--- src/rtl/sgs_pkg.sv ---
package sgs_pkg;

    localparam int NUM_SYMBOLS = 60;
    localparam int MAX_ITEMS   = 4096;
    localparam int SYM_W       = 6;
    localparam int IDX_W       = 6;
    localparam int POS_W       = 13;
    localparam int CNT_W       = 13;
    localparam int GAP_W       = 12;
    localparam int WS_W        = 12;

    localparam logic [WS_W-1:0]  WS_RESET = 12'd1139;
    localparam logic [CNT_W-1:0] CNT_MAX  = 13'd8191;
    localparam logic [GAP_W-1:0] GAP_MAX  = 12'd4095;
    localparam logic [IDX_W-1:0] LAST_IDX = IDX_W'(NUM_SYMBOLS - 1);

    typedef enum logic [3:0] {
        ST_IDLE,
        ST_UPDATE,
        ST_SCAN,
        ST_SCAN_LAST,
        ST_RD,
        ST_DIV,
        ST_OUT,
        ST_SHORT,
        ST_CLEAR
    } state_t;

    // controller to datapath
    typedef struct packed {
        logic read_sym;     // read table entry of the accepted symbol
        logic write_sym;    // write back the updated entry
        logic skip_pos;     // position advance only
        logic scan_first;   // reset most/least trackers
        logic scan_rd;      // read entry at index for scan
        logic scan_acc;     // fold read count into trackers
        logic idx_clr;
        logic idx_inc;
        logic rep_rd;       // read entry at index for reporting
        logic div_start;
        logic out_load;     // capture the result into the output register
        logic short_load;
        logic clr_wr;       // clear entry at index
        logic pos_clr;
    } sgs_cmd_t;

    // datapath to controller
    typedef struct packed {
        logic win_empty;
        logic idx_last;
        logic div_done;
        logic sym_valid;   // symbol counted
        logic pos_full;
    } sgs_sts_t;

endpackage

--- src/rtl/sgs_ctrl.sv ---
module sgs_ctrl
(
    input  logic              clk,
    input  logic              rst_n,
    input  logic              in_valid,
    output logic              in_stall,
    input  logic              in_req_type,
    output logic              out_valid,
    input  logic              out_stall,
    output sgs_pkg::sgs_cmd_t cmd,
    input  sgs_pkg::sgs_sts_t sts
);

    sgs_pkg::state_t state_reg, state_next;
    logic            ov_reg, ov_next;
    logic            acc;

    // scan bookkeeping: last_scan marks the read of the final entry
    logic last_scan_reg, last_scan_next;
    logic div_go, div_go_reg;

    assign in_stall  = (state_reg != sgs_pkg::ST_IDLE) || ov_reg;
    assign out_valid = ov_reg;
    assign acc       = in_valid && !in_stall;

    always_comb
    begin
        state_next = state_reg;
        ov_next    = ov_reg && out_stall;
        cmd        = '0;
        div_go     = 1'b0;
        case (state_reg)
            sgs_pkg::ST_IDLE:
            begin
                if (acc)
                begin
                    if (in_req_type)
                    begin
                        if (sts.win_empty)
                        begin
                            state_next = sgs_pkg::ST_SHORT;
                        end
                        else
                        begin
                            cmd.idx_clr    = 1'b1;
                            cmd.scan_first = 1'b1;
                            state_next     = sgs_pkg::ST_SCAN;
                        end
                    end
                    else if (sts.sym_valid && !sts.pos_full)
                    begin
                        cmd.read_sym = 1'b1;
                        state_next   = sgs_pkg::ST_UPDATE;
                    end
                    else
                    begin
                        cmd.skip_pos = 1'b1;
                    end
                end
            end
            sgs_pkg::ST_UPDATE:
            begin
                cmd.write_sym = 1'b1;
                state_next    = sgs_pkg::ST_IDLE;
            end
            sgs_pkg::ST_SCAN:
            begin
                cmd.scan_rd  = 1'b1;
                cmd.idx_inc  = 1'b1;
                state_next   = sgs_pkg::ST_SCAN_LAST;
            end
            sgs_pkg::ST_SCAN_LAST:
            begin
                // entry idx-1 in read register, idx_reg now equals its symbol
                cmd.scan_acc = 1'b1;
                if (last_scan_reg)
                begin
                    cmd.idx_clr = 1'b1;
                    state_next  = sgs_pkg::ST_RD;
                end
                else
                begin
                    state_next = sgs_pkg::ST_SCAN;
                end
            end
            sgs_pkg::ST_RD:
            begin
                cmd.rep_rd = 1'b1;
                state_next = sgs_pkg::ST_DIV;
                div_go     = 1'b1;
            end
            sgs_pkg::ST_DIV:
            begin
                if (div_go_reg)
                begin
                    cmd.div_start = 1'b1;
                end
                else if (sts.div_done && !ov_reg)
                begin
                    cmd.out_load = 1'b1;
                    ov_next      = 1'b1;
                    state_next   = sgs_pkg::ST_OUT;
                end
            end
            sgs_pkg::ST_OUT:
            begin
                if (!ov_reg)
                begin
                    // result delivered: clear this entry, move on
                    cmd.clr_wr  = 1'b1;
                    cmd.idx_inc = 1'b1;
                    if (sts.idx_last)
                    begin
                        cmd.pos_clr = 1'b1;
                        state_next  = sgs_pkg::ST_IDLE;
                    end
                    else
                    begin
                        state_next = sgs_pkg::ST_RD;
                    end
                end
            end
            sgs_pkg::ST_SHORT:
            begin
                if (!ov_reg)
                begin
                    cmd.short_load = 1'b1;
                    ov_next        = 1'b1;
                    cmd.idx_clr    = 1'b1;
                    state_next     = sgs_pkg::ST_CLEAR;
                end
            end
            sgs_pkg::ST_CLEAR:
            begin
                cmd.clr_wr  = 1'b1;
                cmd.idx_inc = 1'b1;
                if (sts.idx_last)
                begin
                    cmd.pos_clr = 1'b1;
                    state_next  = sgs_pkg::ST_IDLE;
                end
            end
            default:
            begin
                state_next = sgs_pkg::ST_IDLE;
            end
        endcase
    end

    always_comb
    begin
        last_scan_next = last_scan_reg;
        if (state_reg == sgs_pkg::ST_SCAN)
        begin
            last_scan_next = sts.idx_last;
        end
        else if (state_reg != sgs_pkg::ST_SCAN_LAST)
        begin
            last_scan_next = 1'b0;
        end
    end

    // reset enters the clearing pass so the tables start empty
    always_ff @(posedge clk or negedge rst_n)
    begin
        if (!rst_n)
        begin
            state_reg     <= sgs_pkg::ST_CLEAR;
            ov_reg        <= 1'b0;
            last_scan_reg <= 1'b0;
            div_go_reg    <= 1'b0;
        end
        else
        begin
            state_reg     <= state_next;
            ov_reg        <= ov_next;
            last_scan_reg <= last_scan_next;
            div_go_reg    <= div_go;
        end
    end

    assert property (@(posedge clk) disable iff (!rst_n)
        cmd.write_sym |-> $past(cmd.read_sym))
        else $error("table write without preceding read");
    assert property (@(posedge clk) disable iff (!rst_n)
        (cmd.out_load || cmd.short_load) |-> !ov_reg)
        else $error("output register overwritten");
    assert property (@(posedge clk) disable iff (!rst_n)
        !(cmd.write_sym && cmd.clr_wr))
        else $error("two table writes in one cycle");

endmodule

--- config.mk ---
export PLATFORM = sky130hd
export DESIGN_NAME = sgs_ctrl
export DESIGN_NICKNAME = d
export VERILOG_FILES = /design/src/rtl/sgs_pkg.sv /design/src/rtl/sgs_ctrl.sv
export SDC_FILE = /design/constraint.sdc
export NUM_CORES = 1
export LEC_CHECK = 0
export BUFFER_PORTS_ARGS = -buffer_cell sky130_fd_sc_hd__buf_2
export CAP_MARGIN = 15
export CORE_AREA = 4 4 41 43
export CTS_CLUSTER_DIAMETER = 80
export CTS_CLUSTER_SIZE = 12
export DETAILED_ROUTE_END_ITERATION = 16
export DIE_AREA = 0 0 45 47
export PLACE_DENSITY = 0.89
export SLEW_MARGIN = 20
export SYNTH_ARGS = -nofsm -noshare
export SYNTH_HDL_FRONTEND = slang
export SYNTH_SLANG_ARGS = --single-unit
export TNS_END_PERCENT = 100
--- constraint.sdc ---
create_clock -name clk -period 2.1 [get_ports clk]
set_input_delay 0.105 -clock clk [delete_from_list [all_inputs] [get_ports clk]]
set_output_delay 0.105 -clock clk [all_outputs]
set_load 0.01 [all_outputs]
==> results of run 1 <==
==> layer usage <==
layer	routed length (um)	share of wire (%)	up-vias	track usage (%)
met5	0	0	-	0
met3	96	6.2	2	3.07
li1	-	-	300	-
met4	12	0.78	0	12.9
met1	592	38	287	19.2
met2	839	54	28	26.0
==> area by class of cell <==
class	count	area (um2)	share of cell area, %
tap	15	18.8	2.45
timing repair buffer	26	135	17.6
sequential	7	176	23.0
clock inverter	1	5.00	0.654
inverter	3	11.3	1.47
multi-input combinational	53	397	51.8
clock buffer	3	22.5	2.94
==> cells in the mapped netlist, types with 2 or more instances <==
cell type,number
sky130_fd_sc_hd__nor3b_1,2
sky130_fd_sc_hd__nor3_1,2
sky130_fd_sc_hd__a21oi_1,2
sky130_fd_sc_hd__nor3_2,2
sky130_fd_sc_hd__nor2_1,2
sky130_fd_sc_hd__inv_1,2
sky130_fd_sc_hd__and3_1,3
sky130_fd_sc_hd__nand2_1,5
sky130_fd_sc_hd__buf_4,3
sky130_fd_sc_hd__o21ai_1,3
sky130_fd_sc_hd__buf_6,3
sky130_fd_sc_hd__nand2b_1,3
sky130_fd_sc_hd__and2b_1,2
sky130_fd_sc_hd__a21o_1,2
sky130_fd_sc_hd__dfrtp_1,6
sky130_fd_sc_hd__nor3b_2,2
sky130_fd_sc_hd__nor2b_1,3
==> worst paths after layout <==
check,from,end,cells past startpoint
min in group asynchronous,rst_n,div_go_reg,2
min,out_stall,out_valid,2
max in group asynchronous,rst_n,state_reg[3],2
max reg2reg,state_reg[1],state_reg[1],4
max,state_reg[1],cmd[13],5
min reg2reg,out_valid,out_valid,1
==> metrics by stage <==
| step | instance area, um2 | util [%] |
|---|---|---|
| after floorplan | 641 | - |
| after global placement | 728 | 56.0 |
| after detailed placement | 728 | 56.0 |
| after CTS | 766 | 58.8 |
| after global routing | 766 | 58.8 |
| final | 766 | 58.8 |
==> power breakdown <==
group          switching (mW)  leakage (nW)  total [mW]  internal (mW)
Clock                  0.0464        0.0177       0.116         0.0693
Combinational           0.254         0.295       0.509          0.255
Sequential              0.157        0.0882       0.341          0.184
Total                   0.457         0.401       0.966          0.508
==> kinds of logic after synthesis <==
| logic type | share of synthesized area (%) |
|---|---|
| AOI/OAI and AO/OA | 22.8 |
| buffers and inverters | 10.5 |
| DFF | 27.5 |
| and+or+nand+nor | 39.1 |
==> worst max-delay path, delay by kind of cell (launching register included) <==
kind,cells,cell delay [ns]
and+or+nand+nor,4,0.85
buffers and inverters,1,0.16
DFF,1,0.58
==> timing repair <==
action                    4_1_cts  5_1_grt
buffers inserted                0        0
hold endpoints to repair        7        0
hold buffers                    1        0
==> run summary, run 1 <==
The run finished with clean final reports. The tools report the global-route wire length before repair as 2.45 mm. The half-perimeter wire length after placement is 1.21 mm, and the final weighted congestion in routability-driven placement is 0.837. The clock root buffer master is sky130_fd_sc_hd__clkbuf_4.

The top cell types in the final layout, fill and taps aside, are 25 x sky130_fd_sc_hd__buf_2, 6 x sky130_fd_sc_hd__dfrtp_1, 5 x sky130_fd_sc_hd__nand2_1. The library cell used most frequently in the layout, excluding fill and tap cells, is sky130_fd_sc_hd__buf_2. The part of the cycle the worst path needs was 92.5%; the pin count of the biggest net entering global routing was 19. Setup repair after global routing left no endpoint under its margin. For the area of the placeable core, the log shows 1300 um2. The depth of the CTS H-tree is 1, and the number of library cell types mapped by synthesis is 39. For the number of gates resized after CTS, the log shows 0.

For the pin with the worst max-slew slack, the measured transition is 0.571 ns. The final net count was 104. Across all hold checks on the routed design, the worst slack comes to 0.0860 ns. The tools report the fill cell instance count of the final layout as 122.

After detailed routing, the average wire length per cell comes to 14.3 um. After floorplanning, the core was divided into 13 placement rows. In the routed design, unresolved DRC markers number 0. The count of buffers added on input and output ports is 25. The flip-flop count of the largest register after layout was 4. The category of the worst setup path capture point is an output pin. The per-instance average area after synthesis is 9.28 um2, and the total clock sinks is 7. The tools report the first-pass iteration count of the detailed router as 4. The delay contributed by the slowest stage of the critical path works out to 0.58 ns. The clock passes through at most 2 buffers. For this block, the via count after detailed routing is 617. The tools report the total standard cell area after synthesis as 641 um2. The number of nets still failing antenna checks after routing is 0, and the power per standard cell area is 1260 nW/um2.

The worst-case IR drop observed on VDD is 1.01 mV. The critical path startpoint category is a flop. The number of max-slew violations in the final report came out at 0. After global routing the overflow that remains totals 0. The post-synthesis sequential element count is 7, and the worst-path maximum fanout is 18.

The total wire length after detailed routing came out at 1.54 mm. The run gives 0 as the number of endpoints failing setup at the final stage. The run gives 0 as the number of maximum-capacitance violations.

The synthesized design contains 0 enable-type register cells. For this block, the initial DRC count from the detailed router was 12. The run gives 3 as the total clock buffers created by CTS. TritonCTS built the clock tree. In this run the worst hold path is classified as primary input to flop.

The vertical die dimension is 47 um. The tools report the number of antenna violations at the first check in global routing as 0. The total count of hold-check failures in the final report came out at 0. By area the synthesized netlist is led by sky130_fd_sc_hd__dfrtp_1 23%, sky130_fd_sc_hd__buf_6 5.3%, sky130_fd_sc_hd__dfstp_2 4.1%, sky130_fd_sc_hd__nor3b_2 3.9%, sky130_fd_sc_hd__buf_4 3.5%. Walking the worst path, the cells encountered are nor4_4, and2b_1, nand2_2, nor3b_2, buf_2. The final critical path time including I/O delays and setup works out to 1.94 ns. For the clock latency on the worst-skew pair, the log shows 0.24 ns. In this run the register-to-register setup slack is 0.49 ns. The number of antenna repair diodes was 0.

Of the post-synthesis cell area, the dominant cell type holds 23.4%. Data on the critical path is required at its endpoint by 2.00 ns. The run gives 49.2% as the initial core utilization. The startpoint-to-endpoint class of the critical path was flop to output pin. The final cell count without fillers came out at 108. For this run, the number of Yosys warnings is 0.

For the final database, setup skew stands at 0.00161 ns. The post-route netlist has 46.2% of its cells at a drive strength greater than 1. Clock-pin slew was measured on the worst setup and hold paths at 0.05 ns. In the synthesized netlist, the number of instances is 69.

Summed over all failing endpoints, the final setup total negative slack is 0 ns. Compared with the post-synthesis result, the final layout area differs by 19.5%. The worst-case headroom to the max-slew limit was 61.9%; the total die area was 2120 um2.

The total chip power was 0.966 mW. On the critical path, the stage with the largest delay is an instance of sky130_fd_sc_hd__dfrtp_1. The average via count per standard cell was 5.71. The commonest register cell after synthesis was sky130_fd_sc_hd__dfrtp_1. The setup slack of the critical path after layout is 0.158 ns. Counting tap cells, the placed design contains a total of 103 instances.

Data arrives at the worst endpoint at 1.84 ns. Timing analysis after detailed placement gives a worst setup slack of 0.461 ns. The logs give 79 for the net count after synthesis and 27.5% for the fraction of the yosys area taken by sequential cells.

The via count of the first global-routing pass was 567; the maximum clock rate was 515 MHz. Global routing used 16.3% of the available tracks. Of all flip-flops after synthesis, the portion carrying an async set or reset was 100%. Summed over all cells, the static leakage comes to 0.401 nW.

The tools report the number of top-level design ports as 26. Leading area contributor after synthesis: sky130_fd_sc_hd__dfrtp_1. The overall die width was 45 um.
Note: power is estimated with default switching activity, not from simulation.
==> inputs of run 2 (changes only) <==
- CORE_AREA: 4 4 41 43 -> not set
- CORE_MARGIN: not set -> 4
- CORE_UTILIZATION: not set -> 42
- DIE_AREA: 0 0 45 47 -> not set
- HOLD_SLACK_MARGIN: not set -> 0.05
- PLACE_DENSITY: 0.89 -> 0.83
- clock period: 2.1 -> 1.75 ns (I/O delays scaled with it)
==> run 2 against run 1 <==
Net effect: wire length grew 9.8%; non-clock buffer count is 10 higher; cell area rose by 10%; sequential cell count unchanged; register-to-register slack lost 0.26 ns; setup slack lost 0.12 ns; final cell count is 9.3% higher.
==> run summary, run 2 (same netlist as run 1, synthesis figures left out) <==
The flow ran to the end, and the final reports show no timing, DRC or antenna violations. Setup repair after global routing could not meet its margin everywhere. Clock tree synthesis selected as its root buffer the cell sky130_fd_sc_hd__clkbuf_4.

The logs give 13 (unchanged) for the site row count and 26 (unchanged) for the number of top-level design ports. The switching power came out at 0.581 mW (+27%). The DRC violations left came out at 0 (unchanged). The global-route wire length before repair is 2.64 mm (+7.6%), and the total wire length after detailed routing is 1.69 mm (+9.8%).

The violation count after the first detailed-route iteration was 17 (+5); the fraction of power spent switching nets was 44.6% (-2.7 points). The area of the placeable core is 1370 um2 (+5.0%). The sequential cell fraction of total power is 25.9% (-9.5 points), and the number of nets still failing antenna checks after routing is 0 (unchanged).

Total clock sinks: 7 (unchanged). The critical path data arrival time is 1.62 ns (-0.22 ns). The transition time at the pin with the least slew margin came out at 0.332 ns (-0.239 ns).

The via count of the first global-routing pass came out at 618 (+9.0%). The tools report the worst flop-to-flop path startpoint as state_reg[3]. Share of final-layout standard cells stronger than drive strength 1: 54.4% (+8.1 points).

For this run, the top clock speed supported by timing is 585 MHz. TritonCTS built the clock tree. For the total leakage power, the log shows 0.448 nW (+12%). The clock edge transition at the registers on the reported setup and hold paths works out to 0.05 ns (about the same). The top cell types in the final layout, fill and taps aside, are 25 x sky130_fd_sc_hd__buf_2, 9 x sky130_fd_sc_hd__buf_4, 5 x sky130_fd_sc_hd__nand2_1.

The tools report the first-pass iteration count of the detailed router as 4 (unchanged). The critical path is of the flop to output pin type. Final cell count without fillers: 118 (+9.3%). The run gives 0.210 ns (-0.250 ns) as the post-placement worst setup slack. For the final weighted congestion in routability-driven placement, the log shows 0.757 (-9.5%). The number of max-slew violations in the final report is 0 (unchanged), and the internal power contribution is 0.722 mW (+42%).

For the clock latency on the worst-skew pair, the log shows 0.24 ns (about the same). The tools report the critical path startpoint category as a flop. For the initial core utilization, the log shows 46.9% (-2.3 points). The deepest clock path buffer count is 2 (unchanged), and the number of endpoints failing setup at the final stage is 0 (unchanged).

After layout, the minimum clock period comes to 1.71 ns. Total die area: 2210 um2 (+4.7%). The total count of hold-check failures in the final report is 0 (unchanged), and the setup slack of the critical path after layout is 0.0392 ns (-0.119 ns). The tools report the number of antenna violations at the first check in global routing as 0 (unchanged). The average via count per standard cell was 5.56 (-2.7%). The post-synthesis to final-layout area growth was 32.0%. For the depth of the CTS H-tree, the log shows 1 (unchanged). The total clock buffers created by CTS was 3 (unchanged). The run gives 1.66 ns (-0.34 ns) as the required time at the worst-slack endpoint. The part of the total power dissipated in combinational logic came out at 63.5% (+11 points). Detail-routed net length per standard cell: 14.3 um (+0.50%). The final net count was 114 (+9.6%); the worst-path maximum fanout was 7 (-11). The overall global routing resource usage was 17.3% (+1.1 points); the power per standard cell area was 1540 nW/um2 (+22%). Leaving out fill and tap cells, the most frequent cell in the layout is sky130_fd_sc_hd__buf_2. Vertical die dimension: 47.1 um (+0.12%).

The worst setup path is captured at an output pin. For the number of placed cells counting well taps, the log shows 105 (+1.9%). The tools report the total via count after detailed routing as 656 (+6.3%). The number of antenna repair diodes came out at 0 (unchanged). The signal on the critical path passes through nor4_4, and2b_1, nand2_2, nor3b_2, buf_2. The number of maximum-capacitance violations was 0 (unchanged). The run gives 15 (-4) as the pin count of the biggest net entering global routing.

The final setup skew came out at 0.00357 ns (+0.00196 ns). Tracing the worst setup path back leads to its startpoint at state_reg[1]. The clock network fraction of design power was 10.6% (-1.4 points); the flip-flop count of the largest register after layout was 4 (unchanged). Slowest cell on the critical path: sky130_fd_sc_hd__dfrtp_2.

The worst-case headroom to the max-slew limit was 77.8% (+16 points). The half-perimeter wire length after placement came out at 1.26 mm (+4.0%). For the worst-case vdd ir drop, the log shows 0.684 mV (-32%).

Overall die width: 47.1 um (+4.6%). The worst hold path begins at out_stall. The delay contributed by the slowest stage of the critical path was 0.47 ns (-0.11 ns); the part of the cycle the worst path needs was 97.8%. The overall overflow remaining after global route was 0 (unchanged). The tightest min-delay check is of the primary input to flop type. The number of input and output port buffers inserted works out to 25 (unchanged).
## run 2: changes by cell type in the layout (fill, tap and decap cells not counted)
cell,change
sky130_fd_sc_hd__clkbuf_1,+1
sky130_fd_sc_hd__nor3b_2,+1
sky130_fd_sc_hd__nor3b_1,-1
sky130_fd_sc_hd__dfrtp_2,+3
sky130_fd_sc_hd__dfrtp_1,-3
sky130_fd_sc_hd__clkinv_2,-1
sky130_fd_sc_hd__clkbuf_2,+1
sky130_fd_sc_hd__buf_4,+9
## run 2: power groups by stage
stage	Clock [mW]	Combinational, mW	Sequential [mW]
4_1_cts	0.146	0.746	0.349
6_report	0.138	0.828	0.337
3_5_place_dp	0	0.689	0.363
3_3_place_gp	0	0.667	0.363
2_1_floorplan	0	0.602	0.286
5_1_grt	0.153	0.910	0.350
## run 2: layout make-up
class | count | area, um2
Multi-Input combinational cell | 53 | 402
Fill cell | 112 | 520
Clock buffer | 4 | 26.3
Inverter | 3 | 11.3
Tap cell | 15 | 18.8
Timing Repair Buffer | 36 | 208
Sequential cell | 7 | 180
## run 2: final timing paths
kind,end,slack (ns),cells after the start
max,cmd[13],0.04,5
max reg2reg,state_reg[3],0.23,3
min in group asynchronous,out_valid,0.21,2
min reg2reg,div_go_reg,0.58,1
min,out_valid,0.06,2
max in group asynchronous,state_reg[3],1.32,2
## run 2: layer usage
| layer | wire, um | part of all wire, % | global-route usage [%] | vias up |
|---|---|---|---|---|
| met5 | 0 | 0 | 0 | - |
| met4 | 54 | 3.2 | 13.8 | 0 |
| met3 | 131 | 7.7 | 4.21 | 8 |
| met2 | 875 | 52 | 28.5 | 33 |
| met1 | 629 | 37 | 18.8 | 292 |
| li1 | - | - | - | 323 |
## run 2: repair_timing
action,4_1_cts,5_1_grt
hold buffers,1,0
pin swaps,0,5
resized for setup,3,1
endpoints found under the setup margin,5,6
buffers inserted,2,6
endpoints found under the hold margin,7,0
## run 2: through the flow
stage / TNS [ns] / utilization [%] / power (mW) / hold slack, ns / cell area, um2
global placement: 0 / 54.4 / 1.03 / -0.0812 / 743
CTS: 0 / 58.4 / 1.24 / 0.0525 / 798
finish: 0 / 61.9 / 1.30 / 0.0603 / 846
floorplan: 0 / - / 0.888 / -0.208 / 641
detailed placement: 0 / 54.4 / 1.05 / -0.0771 / 743
global route: -0.167 / 61.9 / 1.41 / 0.0676 / 846
## run 2: critical path, delay by kind of cell (launching register included)
family                 cells  cell delay [ns]
buffers and inverters      1             0.14
flip-flops                 1             0.47
AND/OR/NAND/NOR            4             0.77
==> inputs of run 3 (changes only) <==
- BUFFER_PORTS_ARGS: -buffer_cell sky130_fd_sc_hd__buf_2 -> -buffer_cell sky130_fd_sc_hd__buf_4
==> run 3 against run 2 <==
Net effect: non-clock buffer count shrank 1; clock skew shrank 0.0014 ns; global-route usage shrank 0.84 points; final cell count shrank 0.85%; cell area grew 6.5%; die area is the same.
==> run summary, run 3 (same netlist as run 1, synthesis figures left out) <==
The run gives 14 (-1) as the pin count of the biggest net entering global routing. The count of buffer and inverter cells on the critical path came out at 1 (unchanged). The tools report the clock root buffer master as sky130_fd_sc_hd__clkbuf_4. The required time at the worst-slack endpoint was 1.66 ns (about the same). The number of antenna violations at the first check in global routing is 0 (unchanged), and the overall die width is 47.1 um (unchanged). Final cell utilization of the core: 65.9% (+4.0 points). The critical path data arrival time was 1.62 ns (about the same). The maximum clock rate is 584 MHz (about the same). For the total wire length after detailed routing, the log shows 1.63 mm (-3.5%).

For the area of the placeable core, the log shows 1370 um2 (unchanged). The logs give 0 (unchanged) for the total count of hold-check failures in the final report and 13 (unchanged) for the site row count. The delay contributed by the slowest stage of the critical path was 0.45 ns (-0.02 ns); the via count of the first global-routing pass was 589 (-4.7%). For the DRC violations left, the log shows 0 (unchanged). The worst hold path belongs to the class primary input to flop. The number of maximum-capacitance violations is 0 (unchanged), and the clock network fraction of design power is 10.5% (about the same). The slowest stage of the critical path belongs to the cell sky130_fd_sc_hd__dfrtp_2.

The run gives 0.451 nW (+0.54%) as the total leakage power. The fill cell instance count of the final layout was 112 (unchanged). The worst setup path is launched from a flop.

The switching power is 0.571 mW (-1.8%). The fraction of power spent switching nets was 43.3% (-1.3 points). The final cell count without fillers came out at 117 (-0.85%). The depth of the CTS H-tree is 1 (unchanged). Relative to the synthesized area, the layout overhead comes to 40.6%. The worst-path maximum fanout is 6 (-1), and the number of input and output port buffers inserted is 25 (unchanged).

For the total chip power, the log shows 1.32 mW (+1.2%). The number of top-level design ports is 26 (unchanged), and the power per standard cell area is 1460 nW/um2 (-5.0%). The tools report the clock latency on the worst-skew pair as 0.24 ns (about the same). The logs give 2 (unchanged) for the deepest clock path buffer count and 46.9% (unchanged) for the initial core utilization. The share of final-layout standard cells stronger than drive strength 1 is 52.0% (-2.4 points), and the global-route wire length before repair is 2.56 mm (-2.9%). The logs give 0 (unchanged) for the number of max-slew violations in the final report and 0 (unchanged) for the overall overflow remaining after global route. The total clock buffers created by CTS came out at 3 (unchanged). The library cell used most frequently in the layout, excluding fill and tap cells, is sky130_fd_sc_hd__buf_4. Internal reg-to-reg setup slack: 0.22 ns (about the same). The run finished with clean final reports.

The tools report the violation count after the first detailed-route iteration as 4 (-13). The tools report the worst-case headroom to the max-slew limit as 78.9% (+1.1 points). Setup repair after global routing could not meet its margin everywhere. TritonCTS built the clock tree. The part of the cycle the worst path needs was 97.8% (about the same); the flip-flop count of the largest register after layout was 4 (unchanged).

The sequential cell fraction of total power is 25.1% (-0.8 points). In the layout the commonest cells are 33 x sky130_fd_sc_hd__buf_4, 5 x sky130_fd_sc_hd__nand2_1. By startpoint and endpoint, the worst setup path is classified as flop to output pin.

The number of nets still failing antenna checks after routing is 0 (unchanged). The run gives 0.739 (-2.4%) as the final weighted congestion in routability-driven placement. The detail-routed net length per standard cell works out to 13.9 um (-2.7%). Total clock sinks: 7 (unchanged).

The run gives 0.748 mW (+3.6%) as the internal power contribution. The run gives 105 (unchanged) as the number of placed cells counting well taps. Overall global routing resource usage: 16.5% (-0.84 points). The tools report the category of the worst setup path capture point as an output pin. Grouping stages by cell kind, the critical path spends the most delay in simple AND/OR/NAND/NOR gates. The half-perimeter wire length after placement is 1.26 mm (-0.20%), and the total die area is 2210 um2 (unchanged). Traced cell by cell, the critical path runs through nor4_4, and2b_1, nand2_2, nor3_2, buf_4.

The clock edge transition at the registers on the reported setup and hold paths was 0.05 ns (about the same). Vertical die dimension: 47.1 um (unchanged). The logs give 64.4% (+0.9 points) for the part of the total power dissipated in combinational logic and 622 (-5.2%) for the total via count after detailed routing. The average via count per standard cell was 5.32 (-4.4%); the first-pass iteration count of the detailed router was 4 (unchanged). The final setup skew came out at 0.00220 ns (-0.00137 ns). The transition time at the pin with the least slew margin works out to 0.316 ns (-0.0167 ns). The final net count was 113 (-0.88%); the worst-case vdd ir drop was 0.884 mV (+29%). The number of antenna repair diodes is 0 (unchanged), and the number of endpoints failing setup at the final stage is 0 (unchanged). The final critical path time including I/O delays and setup was 1.71 ns (+0.0000958 ns).
## run 3: cell types whose count changed in the layout (fill, tap and decap cells not counted)
cell,before,now
sky130_fd_sc_hd__dlygate4sd3_1,1,2
sky130_fd_sc_hd__buf_4,9,33
sky130_fd_sc_hd__nor3b_2,3,2
sky130_fd_sc_hd__clkbuf_2,1,0
sky130_fd_sc_hd__buf_2,25,0
sky130_fd_sc_hd__nor3b_1,1,2
## run 3: power by group through the flow
stage                     sequential [mW]  combinational, mW  clock, mW
after global routing                0.336              0.937      0.159
final                               0.330              0.850      0.139
after detailed placement            0.348              0.775          0
after global placement              0.345              0.754          0
after floorplan                     0.286              0.602          0
after CTS                           0.327              0.828      0.148
## run 3: per-stage QoR
step / setup WS (ns) / hold slack, ns / setup TNS, ns / cell area [um2]
2_1_floorplan: 0.400 / -0.208 / 0 / 641
3_3_place_gp: 0.237 / -0.100 / 0 / 806
3_5_place_dp: 0.210 / -0.0992 / 0 / 806
4_1_cts: 0.0163 / 0.0647 / 0 / 877
5_1_grt: -0.0823 / 0.0775 / -0.263 / 901
6_report: 0.0391 / 0.0801 / 0 / 901
## run 3: worst paths after layout
path                            cells after the start    startpoint           end
max in group asynchronous                           2         rst_n  state_reg[3]
worst min-delay path                                2     out_stall     out_valid
min in group asynchronous                           2         rst_n    div_go_reg
worst min register to register                      1  state_reg[1]    div_go_reg
worst max-delay path                                5  state_reg[1]       cmd[11]
worst max register to register                      4  state_reg[3]     out_valid
## run 3: cell type report
cell class	instances	area, um2	share of cell area (%)
multi-input combinational	53	397	44.0
tap	15	18.8	2.08
clock buffer	4	26.3	2.92
inverter	3	11.3	1.25
timing repair buffer	35	268	29.7
sequential	7	180	20.0
## run 3: timing repair
action / 4_1_cts / 5_1_grt
endpoints found under the setup margin: 3 / 5
hold endpoints to repair: 8 / 0
pin swaps: 1 / 3
resized for setup: 2 / 1
hold buffers: 2 / 0
buffers inserted: 3 / 3
## run 3: routing by layer
metal,GRT usage [%],vias to the layer above,wire (um)
met4,8.29,0,17
li1,-,317,-
met2,30.4,20,855
met5,0,-,0
met1,18.9,281,651
met3,1.15,4,108
